### src/gsa_pkg.sv
// Package for the generational slot allocator: command, status and
// slot-state codes, widths, and the controller/datapath interface structs.
`timescale 1ns / 1ps
package gsa_pkg;
    localparam int CAPACITY_DEF = 32;

    typedef enum logic [2:0] {
        CMD_ALLOC   = 3'd0,
        CMD_RETIRE  = 3'd1,
        CMD_COLLECT = 3'd2,
        CMD_QUERY   = 3'd3,
        CMD_AVAIL   = 3'd4,
        CMD_COUNT   = 3'd5
    } t_cmd;

    localparam logic [2:0] ST_OK         = 3'd0;
    localparam logic [2:0] ST_INVALID    = 3'd1;
    localparam logic [2:0] ST_FOREIGN    = 3'd2;
    localparam logic [2:0] ST_STALE      = 3'd3;
    localparam logic [2:0] ST_NOT_ALLOC  = 3'd4;
    localparam logic [2:0] ST_RETIRED    = 3'd5;
    localparam logic [2:0] ST_EXHAUSTED  = 3'd6;

    localparam logic [1:0] SS_FREE    = 2'd0;
    localparam logic [1:0] SS_ACTIVE  = 2'd1;
    localparam logic [1:0] SS_RETIRED = 2'd2;

    // controller -> datapath
    typedef struct packed {
        logic start;     // latch request, begin command
        logic walk_step; // process one retirement list entry
        logic walk_done; // commit list length after walk
        logic emit;      // load the output register
    } t_dp_cmd;

    // datapath -> controller
    typedef struct packed {
        logic walk_end;  // no list entries left to visit
        logic hit;       // current entry is due (value <= completed) during collect
        logic hit_any;   // at least one entry freed so far
    } t_dp_stat;
endpackage

### src/gsa_ctrl.sv
// Controller state machine for the slot allocator.
// Depends on gsa_pkg; drives gsa_datapath through t_dp_cmd.
`timescale 1ns / 1ps
module gsa_ctrl
    import gsa_pkg::*;
(
    input  logic     i_clk,
    input  logic     i_rst_n,
    input  logic     i_valid,
    output logic     o_ready,
    input  logic     i_walk_cmd,   // collect or count: needs the list walk
    input  logic     i_out_busy,   // output register holds an untaken result
    input  t_dp_stat i_stat,
    output t_dp_cmd  o_cmd
);
    typedef enum logic [2:0] {
        S_IDLE = 3'b001,
        S_WALK = 3'b010,
        S_FIN  = 3'b100
    } t_state;

    t_state r_state, n_state;

    always_comb begin
        n_state = r_state;
        o_cmd   = '0;
        o_ready = 1'b0;
        unique case (r_state)
            S_IDLE: begin
                o_ready = 1'b1;
                if (i_valid) begin
                    o_cmd.start = 1'b1;
                    n_state = i_walk_cmd ? S_WALK : S_FIN;
                end
            end
            S_WALK: begin
                if (i_stat.walk_end) begin
                    o_cmd.walk_done = 1'b1;
                    n_state = S_FIN;
                end else if (!i_stat.hit) begin
                    o_cmd.walk_step = 1'b1;
                end else if (!i_stat.hit_any || !i_out_busy) begin
                    // a due entry during collect releases the handle freed before it
                    o_cmd.walk_step = 1'b1;
                    o_cmd.emit      = i_stat.hit_any;
                end
            end
            S_FIN: begin
                if (!i_out_busy) begin
                    o_cmd.emit = 1'b1;
                    n_state = S_IDLE;
                end
            end
            default: n_state = S_IDLE;
        endcase
    end

    always_ff @(posedge i_clk) begin
        if (!i_rst_n) r_state <= S_IDLE;
        else          r_state <= n_state;
    end

    a_onehot: assert property (@(posedge i_clk) disable iff (!i_rst_n) $onehot(r_state))
        else $error("state not one-hot");
    a_emit_free: assert property (@(posedge i_clk) disable iff (!i_rst_n)
        o_cmd.emit |-> !i_out_busy) else $error("emit over busy output");
    a_start_idle: assert property (@(posedge i_clk) disable iff (!i_rst_n)
        o_cmd.start |-> r_state == S_IDLE) else $error("start outside idle");
endmodule

### config.mk
export PLATFORM = sky130hd
export DESIGN_NAME = gsa_ctrl
export DESIGN_NICKNAME = d
export VERILOG_FILES = /design/src/gsa_pkg.sv /design/src/gsa_ctrl.sv
export SDC_FILE = /design/constraint.sdc
export NUM_CORES = 1
export LEC_CHECK = 0
export ABC_AREA = 1
export ABC_CLOCK_PERIOD_IN_PS = 1000
export BUFFER_PORTS_ARGS = -buffer_cell sky130_fd_sc_hd__buf_2
export CELL_PAD_IN_SITES_DETAIL_PLACEMENT = 0
export CELL_PAD_IN_SITES_GLOBAL_PLACEMENT = 1
export CORE_AREA = 2 2 39 41
export CTS_CLUSTER_DIAMETER = 200
export DETAILED_ROUTE_END_ITERATION = 10
export DIE_AREA = 0 0 41 43
export HOLD_SLACK_MARGIN = 0.1
export PLACE_DENSITY_LB_ADDON = 0.1
export SLEW_MARGIN = 10
export SYNTH_ARGS = -nofsm -noshare
export SYNTH_HDL_FRONTEND = slang
export SYNTH_SLANG_ARGS = --single-unit
### constraint.sdc
create_clock -name i_clk -period 1 [get_ports i_clk]
set_input_delay 0.15 -clock i_clk [delete_from_list [all_inputs] [get_ports i_clk]]
set_output_delay 0.15 -clock i_clk [all_outputs]
set_load 0.005 [all_outputs]
==> results by group <==
Outcome
  • Status: complete, but fails checks
  • Failing checks: setup timing

Yosys
  • Most frequent cell after synthesis: nor2_1
  • Biggest area consumer among synthesized cells: dfxtp_1
  • Post-synthesis cell type count: 13
  • Dominant cells by area after synthesis: dfxtp_1, nand3_2, nor2_1
  • Async SR Flop Fraction: 0
  • Post-synth top cells: nor2_1, inv_1, nand3_1
  • Main synth FF type: dfxtp_1
  • Post-synthesis sequential area ratio: 0.281
  • Cells after synthesis: 34
  • Post-synthesis area per instance: around 6.3 um^2
  • Flops & latches, synth: 3
  • Post-synth EDFFs: 0
  • Area of the mapped netlist: 214 um^2
  • Synth Warn #: 0
  • Post-synth top area share: 0.281
  • Post-Syn Nets: 42

Cells and area
  • Layout area overhead: 119%
  • Max reg flops: 3
  • Top reg by flops: r_state
  • Post-route cell area: 469 um^2
  • Post-route insts no fill: 76
  • Layout cell share with drive strength beyond 1: 0.733
  • Final nets: 69
  • Register area: 63.8 um^2
  • Utilization after layout: 0.339
  • # diodes: 0
  • Fill cell count: approximately 150
  • Multi-input gate area: 176 um^2
  • Largest registers: r_state x3

Clocking
  • CTS HTree Levels: 1
  • Hold buffer count at CTS: 0
  • CTS Sinks: 3
  • CTS tree: yes
  • Worst-Skew Late Latency: 0.23 ns
  • Total CTS buffers: 3
  • Clk buf depth: 2
  • Clk slew on worst S/H paths: approximately 0.040 ns
  • Root Buffer: clkbuf_4

Timing
  • Final Cycle Share: 1.28
  • Setup Viol. Count Final: 8
  • Slew Viols, Final: 0
  • Minimum clock period: 1.28 ns
  • Least-Margin Pin Slew: approximately 0.20 ns
  • Max-slew headroom: 0.868
  • RSZ-0062 raised after global routing: true
  • Peak Freq: 0.784 GHz
  • Final hold vios: 0
  • Slack of the critical path: -0.276 ns
  • Setup Skew: ~0.0045 ns
  • Fin Setup TNS: -1.18 ns
  • Min Hold Slack: 0.161 ns

Pwr
  • Final Power: 0.723 mW
  • Peak supply drop: 0.587 mV
  • Pwr dens: 1540 nW/um^2
  • Leak: 0.237 nW

Floorplanning
  • Site row count: 14
  • Die W: roughly 41 um
  • Area of the core: 1380 um^2
  • Top Ports: 13
  • Die Y: 43 um
  • Starting Density: 0.155
  • Die Area: 1760 um^2

Drt
  • Remaining antenna violation count: 0
  • Routed WL per cell: 10.3 um
  • DRT iter0 DRCs: 9
  • Residual DRC: 0
  • Via-to-Cell Ratio: around 4.1
  • Routed via count: 311
  • Detailed Routing Iterations Pass 1: 4
  • Total wire length: 779 um

Global route
  • First-pass GRT wire length: 1190 um
  • Largest net degree at the start of global routing: 5
  • Vias in the first global route: 306
  • GRT Total Usage: 0.103
  • Total global routing overflow: 0
  • Initial antenna violation count: 0

Setup path
  • Family with the most delay on the worst path: flip-flops
  • R2R Setup Slk: -0.06 ns
  • Worst setup path start: r_state[0]
  • Crit path kind: reg -> out
  • Req. time, crit path: approximately 0.85 ns
  • Slowest CP cell: dfxtp_2
  • Reg-to-reg critical path startpoint: r_state[2]
  • R2R cell count: 7
  • Worst Setup End Kind: primary output
  • Worst path depth: 6
  • Worst-path fanout max: 3
  • Arrival @ worst endpoint: 1.13 ns
  • Slowest stage delay, CP: roughly 0.32 ns
  • Worst setup path endpoint: o_cmd[0]
  • Worst path cell trace: inv_2 > nand3_4 > nor2_2 > nand3_1 > a21oi_2 > buf_2
  • Startpoint type of the worst setup path: flop
  • CP bufs+invs: 2
  • Capturing point of the worst reg2reg path: r_state[2]

Hold path
  • Hold Crit Class: in -> reg

Placement
  • Gpl congestion: 0.642
  • DPL Wire Length: 559 um
  • Post-Place Cells: 65
  • Place WS: -0.0515 ns
  • Post-Place Cell Area: 317 um^2
  • Port buffer count: 12

Flow run
  • Max-cap violations: 0
-- report_power, final --
part	internal (mW)	switching, mW
registers	0.144	0.0198
logic	0.182	0.166
clock network	0.150	0.0624
total	0.475	0.248
-- timing repair --
action / in CTS / in global routing
resized for setup: 9 / 15
pin swaps: 2 / 3
endpoints found under the setup margin: 5 / 8
buffers inserted: 7 / 2
cloned: 0 / 0
-- worst min-delay path by stage --
stage	to	slack (ns)	start	depth (start not counted)
after CTS	r_state[2]	0.15	i_rst_n	3
after global routing	r_state[2]	0.18	i_rst_n	3
after detailed placement	r_state[1]	0.41	i_rst_n	3
final	r_state[2]	0.16	i_rst_n	3
after global placement	r_state[1]	0.42	i_rst_n	3
after floorplan	r_state[1]	0.28	i_rst_n	2
-- cells in the final DEF, fill, tap and decap left out --
| cell | Yosys | routed |
|---|---|---|
| a21oi_2 | 0 | 3 |
| a31oi_1 | 1 | 1 |
| buf_2 | 0 | 12 |
| buf_4 | 0 | 5 |
| buf_6 | 0 | 5 |
| clkbuf_1 | 0 | 1 |
| clkbuf_4 | 0 | 3 |
| dfxtp_2 | 0 | 3 |
| inv_1 | 5 | 3 |
| inv_2 | 2 | 3 |
| inv_4 | 0 | 1 |
| nand2_1 | 3 | 2 |
| nand2_2 | 0 | 1 |
| nand3_1 | 4 | 2 |
| nand3_2 | 3 | 3 |
| nand3_4 | 0 | 2 |
| nand4_1 | 1 | 1 |
| nor2_1 | 6 | 4 |
| nor2_2 | 1 | 2 |
| nor2_4 | 0 | 1 |
| o21ai_1 | 1 | 2 |
-- worst register-to-register path, stage by stage, from the launching register on --
cell	delay, ns
dfxtp_2	0.32
inv_4	0.07
buf_6	0.09
nand4_1	0.11
buf_4	0.17
buf_6	0.11
nand3_2	0.04
nor2_1	0.04
-- layout make-up --
type	instances	area share
sequential	3	0.136
timing repair buffer	22	0.328
multi-input combinational	24	0.376
tap	16	0.0427
clock buffer	4	0.0560
inverter	7	0.0613
-- layer usage --
layer | vias up | track usage | part of all wire | routed length (um)
met5 | - | 0 | 0 | 0
met4 | 0 | 0.0800 | 0 | 0
met3 | 0 | 0.0157 | 0.022 | 17
met2 | 5 | 0.184 | 0.58 | 453
met1 | 143 | 0.0929 | 0.40 | 308
li1 | 163 | - | - | -
-- kinds of logic (layout without fill, tap and decap cells) --
kind of cell | count (synthesis) | in the layout | synth area share
and+or+nand+nor | 18 | 18 | 0.450
buffers and inverters | 7 | 33 | 0.123
AOI/OAI and AO/OA | 6 | 6 | 0.146
DFF | 3 | 3 | 0.281
(Power assumes the default switching activity.)
